[src/hw/rtl/pdee_pkg.sv]
// pdee_pkg: shared types, codes and constants of the postfix evaluator
// no dependencies; every other rtl file imports it
package pdee_pkg;

  localparam int STACK_DEPTH_DEF = 64;
  localparam int DATA_W          = 32;
  localparam int CHAR_W          = 8;
  localparam int DEPTH_FIELD_W   = 7;
  localparam int STATUS_W        = 3;

  localparam logic [CHAR_W-1:0] CH_PLUS  = 8'h2B;
  localparam logic [CHAR_W-1:0] CH_MINUS = 8'h2D;
  localparam logic [CHAR_W-1:0] CH_STAR  = 8'h2A;
  localparam logic [CHAR_W-1:0] CH_SLASH = 8'h2F;
  localparam logic [CHAR_W-1:0] CH_ZERO  = 8'h30;
  localparam logic [CHAR_W-1:0] CH_NINE  = 8'h39;

  typedef enum logic [STATUS_W-1:0] {
    ST_OK        = 3'd0,
    ST_IGNORED   = 3'd1,
    ST_OVERFLOW  = 3'd2,
    ST_UNDERFLOW = 3'd3,
    ST_DIVZERO   = 3'd4
  } pdee_status_t;

  // how the stack changes at write-back
  typedef enum logic [1:0] {
    KIND_NONE,
    KIND_PUSH,
    KIND_POP
  } pdee_kind_t;

  typedef enum logic [1:0] {
    RES_ZERO,
    RES_DIGIT,
    RES_ALU,
    RES_DIV
  } pdee_res_src_t;

  typedef enum logic [2:0] {
    S_IDLE,
    S_DECODE,
    S_EXEC,
    S_DIV,
    S_WB
  } pdee_state_t;

  typedef struct packed {
    logic          load_in;
    logic          res_load;
    pdee_res_src_t res_src;
    pdee_status_t  status;
    pdee_kind_t    kind;
    logic          div_start;
    logic          commit;
  } pdee_cmd_t;

  typedef struct packed {
    logic is_digit;
    logic is_op;
    logic is_div;
    logic full;
    logic short_stack;
    logic b_zero;
    logic div_done;
    logic out_free;
  } pdee_stat_t;

endpackage

[src/hw/rtl/pdee_if.sv]
// pdee_char_if / pdee_result_if: valid-ready channels of the evaluator
// depends on pdee_pkg for field widths
interface pdee_char_if;
  import pdee_pkg::*;
  logic              valid;
  logic              ready;
  logic [CHAR_W-1:0] character;
  logic              clear_first;

  modport source (output valid, character, clear_first, input ready);
  modport sink   (input valid, character, clear_first, output ready);
endinterface

interface pdee_result_if;
  import pdee_pkg::*;
  logic                     valid;
  logic                     ready;
  logic signed [DATA_W-1:0] top_value;
  logic [DEPTH_FIELD_W-1:0] depth;
  logic [STATUS_W-1:0]      status;

  modport source (output valid, top_value, depth, status, input ready);
  modport sink   (input valid, top_value, depth, status, output ready);
endinterface

[src/hw/rtl/pdee_divider.sv]
// pdee_divider: iterative signed divider, one quotient bit per cycle
// depends on pdee_pkg; quotient truncates toward zero and wraps
module pdee_divider
  import pdee_pkg::*;
(
  input  logic              clk,
  input  logic              rst,
  input  logic              start,
  input  logic [DATA_W-1:0] dividend,
  input  logic [DATA_W-1:0] divisor,
  output logic              done,
  output logic [DATA_W-1:0] quotient
);

  localparam int SW = $clog2(DATA_W);

  logic              busy;
  logic [SW-1:0]     step;
  logic [DATA_W:0]   rem;
  logic [DATA_W-1:0] quo;
  logic [DATA_W-1:0] mag_b;
  logic              neg;
  logic [DATA_W:0]   shifted;
  logic [DATA_W:0]   diff;

  assign shifted  = {rem[DATA_W-1:0], quo[DATA_W-1]};
  assign diff     = shifted - {1'b0, mag_b};
  assign quotient = neg ? (~quo + 1'b1) : quo;

  always_ff @(posedge clk) begin
    if (rst) begin
      busy <= 1'b0;
      done <= 1'b0;
      step <= '0;
    end else begin
      done <= 1'b0;
      if (start) begin
        busy <= 1'b1;
        step <= '0;
      end else if (busy) begin
        step <= step + 1'b1;
        if (step == SW'(DATA_W - 1)) begin
          busy <= 1'b0;
          done <= 1'b1;
        end
      end
    end
  end

  always_ff @(posedge clk) begin
    if (start) begin
      neg   <= dividend[DATA_W-1] ^ divisor[DATA_W-1];
      quo   <= dividend[DATA_W-1] ? (~dividend + 1'b1) : dividend;
      mag_b <= divisor[DATA_W-1] ? (~divisor + 1'b1) : divisor;
      rem   <= '0;
    end else if (busy) begin
      if (!diff[DATA_W]) begin
        rem <= diff;
        quo <= {quo[DATA_W-2:0], 1'b1};
      end else begin
        rem <= shifted;
        quo <= {quo[DATA_W-2:0], 1'b0};
      end
    end
  end

endmodule

[src/hw/rtl/pdee_datapath.sv]
// pdee_datapath: value stack memory, top register, alu, divider, output register
// depends on pdee_pkg and pdee_divider; driven by pdee_ctrl commands
module pdee_datapath
  import pdee_pkg::*;
#(
  parameter int STACK_DEPTH = STACK_DEPTH_DEF
) (
  input  logic                     clk,
  input  logic                     rst,
  input  logic [CHAR_W-1:0]        in_character,
  input  logic                     in_clear_first,
  input  pdee_cmd_t                cmd,
  output pdee_stat_t               stat,
  input  logic                     out_ready,
  output logic                     out_valid,
  output logic [DATA_W-1:0]        out_top_value,
  output logic [DEPTH_FIELD_W-1:0] out_depth,
  output logic [STATUS_W-1:0]      out_status
);

  localparam int CW = $clog2(STACK_DEPTH + 1);
  localparam int AW = $clog2(STACK_DEPTH);

  // entries below the top; the top itself lives in a register
  logic [DATA_W-1:0] mem [STACK_DEPTH];

  logic [CHAR_W-1:0] ch_q;
  logic              clr_q;
  logic [CW-1:0]     cnt;
  logic [DATA_W-1:0] top;
  logic [DATA_W-1:0] a_q;
  logic [DATA_W-1:0] res;
  pdee_status_t      status_q;
  pdee_kind_t        kind_q;

  logic [CW-1:0]     eff_cnt;
  logic [CW-1:0]     cnt_m1;
  logic [CW-1:0]     cnt_m2;
  logic [CHAR_W-1:0] digit_val;
  logic [DATA_W-1:0] prod;
  logic [DATA_W-1:0] alu;
  logic              div_done;
  logic [DATA_W-1:0] div_q;
  logic [CW-1:0]     cnt_next;
  logic [DATA_W-1:0] top_next;

  assign eff_cnt   = clr_q ? '0 : cnt;
  assign cnt_m1    = eff_cnt - CW'(1);
  assign cnt_m2    = eff_cnt - CW'(2);
  assign digit_val = ch_q - CH_ZERO;
  assign prod      = a_q * top;

  always_comb begin
    unique case (ch_q)
      CH_PLUS:  alu = a_q + top;
      CH_MINUS: alu = a_q - top;
      CH_STAR:  alu = prod;
      default:  alu = '0;
    endcase
  end

  assign stat.is_digit    = (ch_q >= CH_ZERO) && (ch_q <= CH_NINE);
  assign stat.is_op       = (ch_q == CH_PLUS) || (ch_q == CH_MINUS) ||
                            (ch_q == CH_STAR) || (ch_q == CH_SLASH);
  assign stat.is_div      = (ch_q == CH_SLASH);
  assign stat.full        = eff_cnt >= CW'(STACK_DEPTH);
  assign stat.short_stack = eff_cnt < CW'(2);
  assign stat.b_zero      = (top == '0);
  assign stat.div_done    = div_done;
  assign stat.out_free    = !out_valid || out_ready;

  pdee_divider u_div (
    .clk      (clk),
    .rst      (rst),
    .start    (cmd.div_start),
    .dividend (a_q),
    .divisor  (top),
    .done     (div_done),
    .quotient (div_q)
  );

  // second operand read, registered
  always_ff @(posedge clk) begin
    a_q <= mem[cnt_m2[AW-1:0]];
  end

  // old top spills into the memory on a push
  always_ff @(posedge clk) begin
    if (cmd.commit && kind_q == KIND_PUSH && eff_cnt != '0) begin
      mem[cnt_m1[AW-1:0]] <= top;
    end
  end

  always_ff @(posedge clk) begin
    if (cmd.load_in) begin
      ch_q  <= in_character;
      clr_q <= in_clear_first;
    end
    if (cmd.res_load) begin
      unique case (cmd.res_src)
        RES_ZERO:  res <= '0;
        RES_DIGIT: res <= {{(DATA_W - CHAR_W){1'b0}}, digit_val};
        RES_ALU:   res <= alu;
        RES_DIV:   res <= div_q;
        default:   res <= '0;
      endcase
      status_q <= cmd.status;
      kind_q   <= cmd.kind;
    end
  end

  always_comb begin
    unique case (kind_q)
      KIND_PUSH: begin
        cnt_next = eff_cnt + CW'(1);
        top_next = res;
      end
      KIND_POP: begin
        cnt_next = cnt_m1;
        top_next = res;
      end
      default: begin
        cnt_next = eff_cnt;
        top_next = top;
      end
    endcase
  end

  always_ff @(posedge clk) begin
    if (rst) begin
      cnt       <= '0;
      out_valid <= 1'b0;
    end else if (cmd.commit) begin
      cnt       <= cnt_next;
      out_valid <= 1'b1;
    end else if (out_ready) begin
      out_valid <= 1'b0;
    end
  end

  always_ff @(posedge clk) begin
    if (cmd.commit) begin
      top           <= top_next;
      out_top_value <= (cnt_next == '0) ? '0 : top_next;
      out_depth     <= DEPTH_FIELD_W'(cnt_next);
      out_status    <= status_q;
    end
  end

endmodule

[src/hw/rtl/pdee_ctrl.sv]
// pdee_ctrl: sequencing state machine of the postfix evaluator
// depends on pdee_pkg; drives pdee_datapath through command and status structs
module pdee_ctrl
  import pdee_pkg::*;
(
  input  logic       clk,
  input  logic       rst,
  input  logic       in_valid,
  output logic       in_ready,
  input  pdee_stat_t stat,
  output pdee_cmd_t  cmd
);

  pdee_state_t state;
  pdee_state_t state_next;

  always_ff @(posedge clk) begin
    if (rst) begin
      state <= S_IDLE;
    end else begin
      state <= state_next;
    end
  end

  always_comb begin
    state_next    = state;
    in_ready      = 1'b0;
    cmd.load_in   = 1'b0;
    cmd.res_load  = 1'b0;
    cmd.res_src   = RES_ZERO;
    cmd.status    = ST_OK;
    cmd.kind      = KIND_NONE;
    cmd.div_start = 1'b0;
    cmd.commit    = 1'b0;
    unique case (state)
      S_IDLE: begin
        in_ready = 1'b1;
        if (in_valid) begin
          cmd.load_in = 1'b1;
          state_next  = S_DECODE;
        end
      end
      S_DECODE: begin
        priority if (stat.is_digit) begin
          cmd.res_load = 1'b1;
          if (stat.full) begin
            cmd.status = ST_OVERFLOW;
          end else begin
            cmd.res_src = RES_DIGIT;
            cmd.kind    = KIND_PUSH;
          end
          state_next = S_WB;
        end else if (stat.is_op) begin
          if (stat.short_stack) begin
            cmd.res_load = 1'b1;
            cmd.status   = ST_UNDERFLOW;
            state_next   = S_WB;
          end else begin
            state_next = S_EXEC;
          end
        end else begin
          cmd.res_load = 1'b1;
          cmd.status   = ST_IGNORED;
          state_next   = S_WB;
        end
      end
      S_EXEC: begin
        if (stat.is_div) begin
          if (stat.b_zero) begin
            cmd.res_load = 1'b1;
            cmd.status   = ST_DIVZERO;
            cmd.kind     = KIND_POP;
            state_next   = S_WB;
          end else begin
            cmd.div_start = 1'b1;
            state_next    = S_DIV;
          end
        end else begin
          cmd.res_load = 1'b1;
          cmd.res_src  = RES_ALU;
          cmd.kind     = KIND_POP;
          state_next   = S_WB;
        end
      end
      S_DIV: begin
        if (stat.div_done) begin
          cmd.res_load = 1'b1;
          cmd.res_src  = RES_DIV;
          cmd.kind     = KIND_POP;
          state_next   = S_WB;
        end
      end
      S_WB: begin
        if (stat.out_free) begin
          cmd.commit = 1'b1;
          state_next = S_IDLE;
        end
      end
      default: begin
        state_next = S_IDLE;
      end
    endcase
  end

endmodule

[src/hw/rtl/postfix_digit_expression_evaluator.sv]
// postfix_digit_expression_evaluator: top level of the postfix evaluator
// depends on pdee_pkg, pdee_if, pdee_ctrl, pdee_datapath and pdee_divider
//
// Evaluates postfix expressions one ASCII character per transaction on the
// chars channel and returns one transaction per character on the results
// channel: the top of the stack (0 when empty), the stack depth and a status
// code. Digits push their value; + - * / pop two entries and push
// second-from-top op top in wrapping 32-bit two's complement, division
// truncating toward zero. Characters are handled one at a time: a digit, an
// ignored character, an overflow or an underflow passes through decode and
// write-back; + - * and a division by zero also pass through execute, and /
// waits in the divide state while the divider produces one quotient bit per
// cycle. The next character is accepted in the cycle after the result is
// registered, even while that result still waits in the output register.
// The stack lives in a memory of STACK_DEPTH words with one write and one
// registered read port, the top entry in a separate register; its contents
// are undefined after reset and need no clearing pass, since only entries
// below the depth count are ever used.
module postfix_digit_expression_evaluator
  import pdee_pkg::*;
#(
  parameter int STACK_DEPTH = STACK_DEPTH_DEF
) (
  input logic           clk,
  input logic           rst,
  pdee_char_if.sink     chars,
  pdee_result_if.source results
);

  // command and status between the state machine and the datapath
  pdee_cmd_t  cmd;
  pdee_stat_t stat;

  // output register fields before they reach the channel
  logic [DATA_W-1:0] top_value;

  pdee_ctrl u_ctrl (
    .clk      (clk),
    .rst      (rst),
    .in_valid (chars.valid),
    .in_ready (chars.ready),
    .stat     (stat),
    .cmd      (cmd)
  );

  pdee_datapath #(
    .STACK_DEPTH (STACK_DEPTH)
  ) u_dp (
    .clk            (clk),
    .rst            (rst),
    .in_character   (chars.character),
    .in_clear_first (chars.clear_first),
    .cmd            (cmd),
    .stat           (stat),
    .out_ready      (results.ready),
    .out_valid      (results.valid),
    .out_top_value  (top_value),
    .out_depth      (results.depth),
    .out_status     (results.status)
  );

  // result value is carried as signed on the channel
  assign results.top_value = $signed(top_value);

endmodule

[src/flat_wrapper.sv]
// flat-port wrapper written by rule: the top's interface ports become plain ports
module postfix_digit_expression_evaluator_flat import pdee_pkg::*;
#(
  parameter int STACK_DEPTH = STACK_DEPTH_DEF
)
  (clk, rst, chars_valid, chars_character, chars_clear_first, chars_ready, results_valid, results_top_value, results_depth, results_status, results_ready);
  pdee_char_if chars_i ();
  pdee_result_if results_i ();
  input logic clk;
  input logic rst;
  input wire logic [$bits(chars_i.valid)-1:0] chars_valid;
  input wire logic [$bits(chars_i.character)-1:0] chars_character;
  input wire logic [$bits(chars_i.clear_first)-1:0] chars_clear_first;
  output wire logic [$bits(chars_i.ready)-1:0] chars_ready;
  output wire logic [$bits(results_i.valid)-1:0] results_valid;
  output wire logic [$bits(results_i.top_value)-1:0] results_top_value;
  output wire logic [$bits(results_i.depth)-1:0] results_depth;
  output wire logic [$bits(results_i.status)-1:0] results_status;
  input wire logic [$bits(results_i.ready)-1:0] results_ready;
  assign chars_i.valid = chars_valid;
  assign chars_i.character = chars_character;
  assign chars_i.clear_first = chars_clear_first;
  assign chars_ready = chars_i.ready;
  assign results_valid = results_i.valid;
  assign results_top_value = results_i.top_value;
  assign results_depth = results_i.depth;
  assign results_status = results_i.status;
  assign results_i.ready = results_ready;
  postfix_digit_expression_evaluator #(.STACK_DEPTH(STACK_DEPTH)) u_core (.clk(clk), .rst(rst), .chars(chars_i), .results(results_i));
endmodule
[config.mk]
export PLATFORM = sky130hd
export DESIGN_NAME = postfix_digit_expression_evaluator_flat
export DESIGN_NICKNAME = d
export VERILOG_FILES = /design/src/hw/rtl/pdee_pkg.sv /design/src/hw/rtl/pdee_if.sv /design/src/hw/rtl/pdee_divider.sv /design/src/hw/rtl/pdee_datapath.sv /design/src/hw/rtl/pdee_ctrl.sv /design/src/hw/rtl/postfix_digit_expression_evaluator.sv /design/src/flat_wrapper.sv
export SDC_FILE = /design/constraint.sdc
export NUM_CORES = 2
export LEC_CHECK = 0
export BUFFER_PORTS_ARGS = -buffer_cell sky130_fd_sc_hd__buf_2
export CORE_ASPECT_RATIO = 2
export CORE_MARGIN = 8
export CORE_UTILIZATION = 58
export DETAILED_ROUTE_END_ITERATION = 16
export PLACE_DENSITY_LB_ADDON = 0.12
export SLEW_MARGIN = 20
export SYNTH_ARGS = -nofsm -noshare
export SYNTH_HDL_FRONTEND = slang
export SYNTH_SLANG_ARGS = --single-unit
[constraint.sdc]
create_clock -name clk -period 8.4 [get_ports clk]
set_input_delay 0.84 -clock clk [delete_from_list [all_inputs] [get_ports clk]]
set_output_delay 0.84 -clock clk [all_outputs]
set_load 0.005 [all_outputs]
==> out/qor.csv <==
stage,metric,value,unit
outcome,status,finished clean,
sta,Max Slew Vio Count,0,
final_layout,Seq. cell area,68700,sq um
pwr,Power Dens Cells,467,nW/um^2
clock_tree,Skew-Pair Late Insertion Delay,0.87,ns
sta,Least-Margin Pin Slew,1.22,ns
die,Die Area,206000,sq um
global_routing,global-route wire length before repair,539000,um
die,Ports,57,
placement,# port buffers,56,
logic_synthesis,top cell type's share of synthesized area,0.607,
die,chip width,325,um
logic_synthesis,sequential area share after synthesis,0.621,
logic_synthesis,YS warnings,0,
logic_synthesis,Post-Syn Area per Cell,14.4,sq um
clock_tree,TritonCTS Buffers,200,
sta,clk_skew,0.0877,ns
sta,slew margin rel.,0.184,
worst_hold_path,hold_sp,chars_character[3],
clock_tree,setup repair bufs after CTS,0,
clock_tree,maximum clock insertion buffer count,4,
clock_tree,"CTS clk-pin slew, worst paths",0.08,ns
final_layout,Area Growth Syn to Fin,10.2,%
clock_tree,Resize count post-CTS,0,
logic_synthesis,Post-synth EDFFs,2233,
die,core box area,189000,sq um
clock_tree,Sink Count,2315,
clock_tree,CTS tree,built,
clock_tree,CTS root buf,clkbuf_16,
sta,Setup TNS Final,0,ns
route,vias,69700,
worst_hold_path,Hold Crit Endpoint,u_core.u_dp.ch_q[3],
clock_tree,"Hold-fix buffers, CTS",0,
final_layout,Final nets,8427,
global_routing,vias in the first global route,71600,
sta,RSZ-0062 raised after global routing,no,
placement,GPL Wtd Cong,1.02,
pwr,Pleak,0.0417,uW
placement,HPWL Detailed,263000,um
sta,Max Fclk,0.122,GHz
route,initial DRC count,7756,
logic_synthesis,most frequent cell after synthesis,edfxtp_1,
global_routing,initial antenna violation count,28,
route,Routed Antenna Nets,0,
logic_synthesis,"Async S/R FF share, synth",0,
critical_path,"Arr. time, crit path",8.74,ns
die,Initial Util,0.584,
logic_synthesis,Syn Nets,8328,
global_routing,largest net degree at the start of global routing,105,
logic_synthesis,Syn Std Cell Area,111000,sq um
sta,final hold violations,0,
route,Wirelength per Cell,37.2,um
route,Via-to-Cell Ratio,6.65,
logic_synthesis,Yosys cell types,73,
final_layout,Fill cells,14000,
sta,Final period util,0.976,
sta,final setup fails,0,
worst_hold_path,WHS Path Cells,1,
critical_path,reg2reg end,u_core.u_dp.res[26],
logic_synthesis,synth top area cells,"edfxtp_1 61%, fa_1 7.4%, mux4_2 5.2%",
route,DRC,0,
final_layout,Multi-input gate area,39000,sq um
critical_path,"Max FO, Critical Path",15,
sta,WHS,0.205,ns
final_layout,layout cells sized above 1,0.133,
pwr,Peak VDD IR,1.92,mV
route,total wire length,390000,um
critical_path,CP endpoint kind,register,
logic_synthesis,Post-synth top cells,"2233 x edfxtp_1, 905 x nand2_1, 445 x inv_1",
sta,final worst path period need,8.20,ns
route,Pre-antenna DRT Iters,5,
logic_synthesis,Synth area leader,edfxtp_1,
critical_path,flop-to-flop setup slack,0.20,ns
critical_path,startpoint types,register,
worst_hold_path,hold crit path type,input pin to register,
critical_path,R2R cell count,26,
flow_run,max cap viols,0,
logic_synthesis,#FFs+latches synth,2315,
critical_path,reg2reg start,u_core.u_dp.a_q[7],
logic_synthesis,Synth Instances,7704,
global_routing,GRT overflow,0,
logic_synthesis,Main synth FF type,edfxtp_1,
critical_path,Crit Path Category,register to register,
critical_path,Worst Path Required,8.95,ns
global_routing,Total GRT Usage,0.374,
clock_tree,H-tree depth,4,
die,DIE HEIGHT,633,um
die,FP Rows,226,
power breakdown:
group          switching [uW]  internal [uW]  leakage, uW  total (uW)
Clock                    4160           4970      0.00306        9130
Sequential                198          12700       0.0208       12900
Combinational           21300          13600       0.0178       34900
Total                   25700          31200       0.0417       56900
cell families (layout without fill, tap and decap cells):
| logic type | count (synthesis) | after routing | synth area share |
|---|---|---|---|
| flip-flops | 2315 | 2315 | 0.621 |
| AND/OR/NAND/NOR | 1945 | 1945 | 0.0792 |
| AO/OA/AOI/OAI | 1057 | 1057 | 0.0676 |
| buffers and inverters | 928 | 1175 | 0.0317 |
| adder cells (fa/ha/maj) | 611 | 611 | 0.0970 |
| multiplexers | 582 | 582 | 0.0820 |
| XOR/XNOR | 266 | 266 | 0.0211 |
| other | 0 | 18 | 0 |
worst max path at each step:
| stage | startpoint | to | depth (start not counted) | slack (ns) |
|---|---|---|---|---|
| after floorplan | u_core.u_dp.top[8] | u_core.u_dp.res[29] | 26 | 0.29 |
| after global placement | u_core.u_dp.a_q[1] | u_core.u_dp.res[26] | 25 | 0.32 |
| after detailed placement | u_core.u_dp.a_q[7] | u_core.u_dp.res[26] | 26 | 0.39 |
| after CTS | u_core.u_dp.a_q[7] | u_core.u_dp.res[26] | 26 | 0.33 |
| after global routing | u_core.u_dp.a_q[12] | u_core.u_dp.res[30] | 23 | 0.05 |
| final | u_core.u_dp.a_q[7] | u_core.u_dp.res[26] | 26 | 0.20 |
cells in the final DEF (no fill, tap or decap), types with 155 or more instances in the layout:
cell / count
fa_1: 410
nor2_1: 324
a21oi_1: 194
and2_1: 318
o21ai_0: 159
nand2_1: 905
buf_4: 300
o221ai_1: 195
edfxtp_1: 2233
mux4_2: 256
mux2i_1: 293
clkbuf_16: 206
ha_1: 199
xnor2_1: 155
inv_1: 445
routing by layer:
metal  track usage  routed length [um]
met1         0.373              117000
met4         0.369               49300
met3        0.0537               25700
met5             0                  49
met2         0.657              198000
state kept, by name, summed over array words and instances, names as in the netlist, 8 cells and up:
signal / cells
u_core.u_dp.a_q: 32
u_core.u_dp.ch_q: 8
u_core.u_dp.mem: 2048
u_core.u_dp.out_top_value: 32
u_core.u_dp.res: 32
u_core.u_dp.top: 32
u_core.u_dp.u_div.mag_b: 32
u_core.u_dp.u_div.quo: 32
u_core.u_dp.u_div.rem: 32
critical path: stages (launching register included):
cell and delay [ns]:
dfxtp_1 0.61, buf_4 0.37, and2_1 0.21, fa_1 0.40, inv_1 0.09, fa_1 0.44
fa_1 0.53, inv_1 0.07, fa_1 0.53, ha_1 0.22, ha_1 0.28, inv_1 0.05
fa_1 0.47, inv_1 0.05, fa_1 0.43, ha_1 0.31, o21ai_0 0.15, nor3_1 0.28
a211oi_1 0.13, buf_4 0.19, o41ai_1 0.43, buf_4 0.20, a211oi_1 0.06, nor2_1 0.46
o21ai_0 0.38, xor2_1 0.42, o21ai_0 0.14
metrics by stage:
step                       util  setup slack, ns  total power (uW)  std cells  area [sq um]
after floorplan               -            0.295             37400       7704        111000
after global placement    0.609            0.318             47400      10100        115000
after detailed placement  0.610            0.395             47700      10100        115000
after CTS                 0.643            0.329             56800      10500        122000
after global routing      0.643           0.0523             59300      10500        122000
final                     0.643            0.204             56900      10500        122000
layout make-up:
class | count | share of cell area
timing repair buffer | 378 | 0.0243
multi-input combinational | 4461 | 0.320
clock inverter | 89 | 0.00665
clock buffer | 261 | 0.0445
antenna | 18 | 0.000370
sequential | 2315 | 0.564
tap | 2508 | 0.0258
inverter | 447 | 0.0138
No activity file was read; power rests on OpenSTA's default activity.
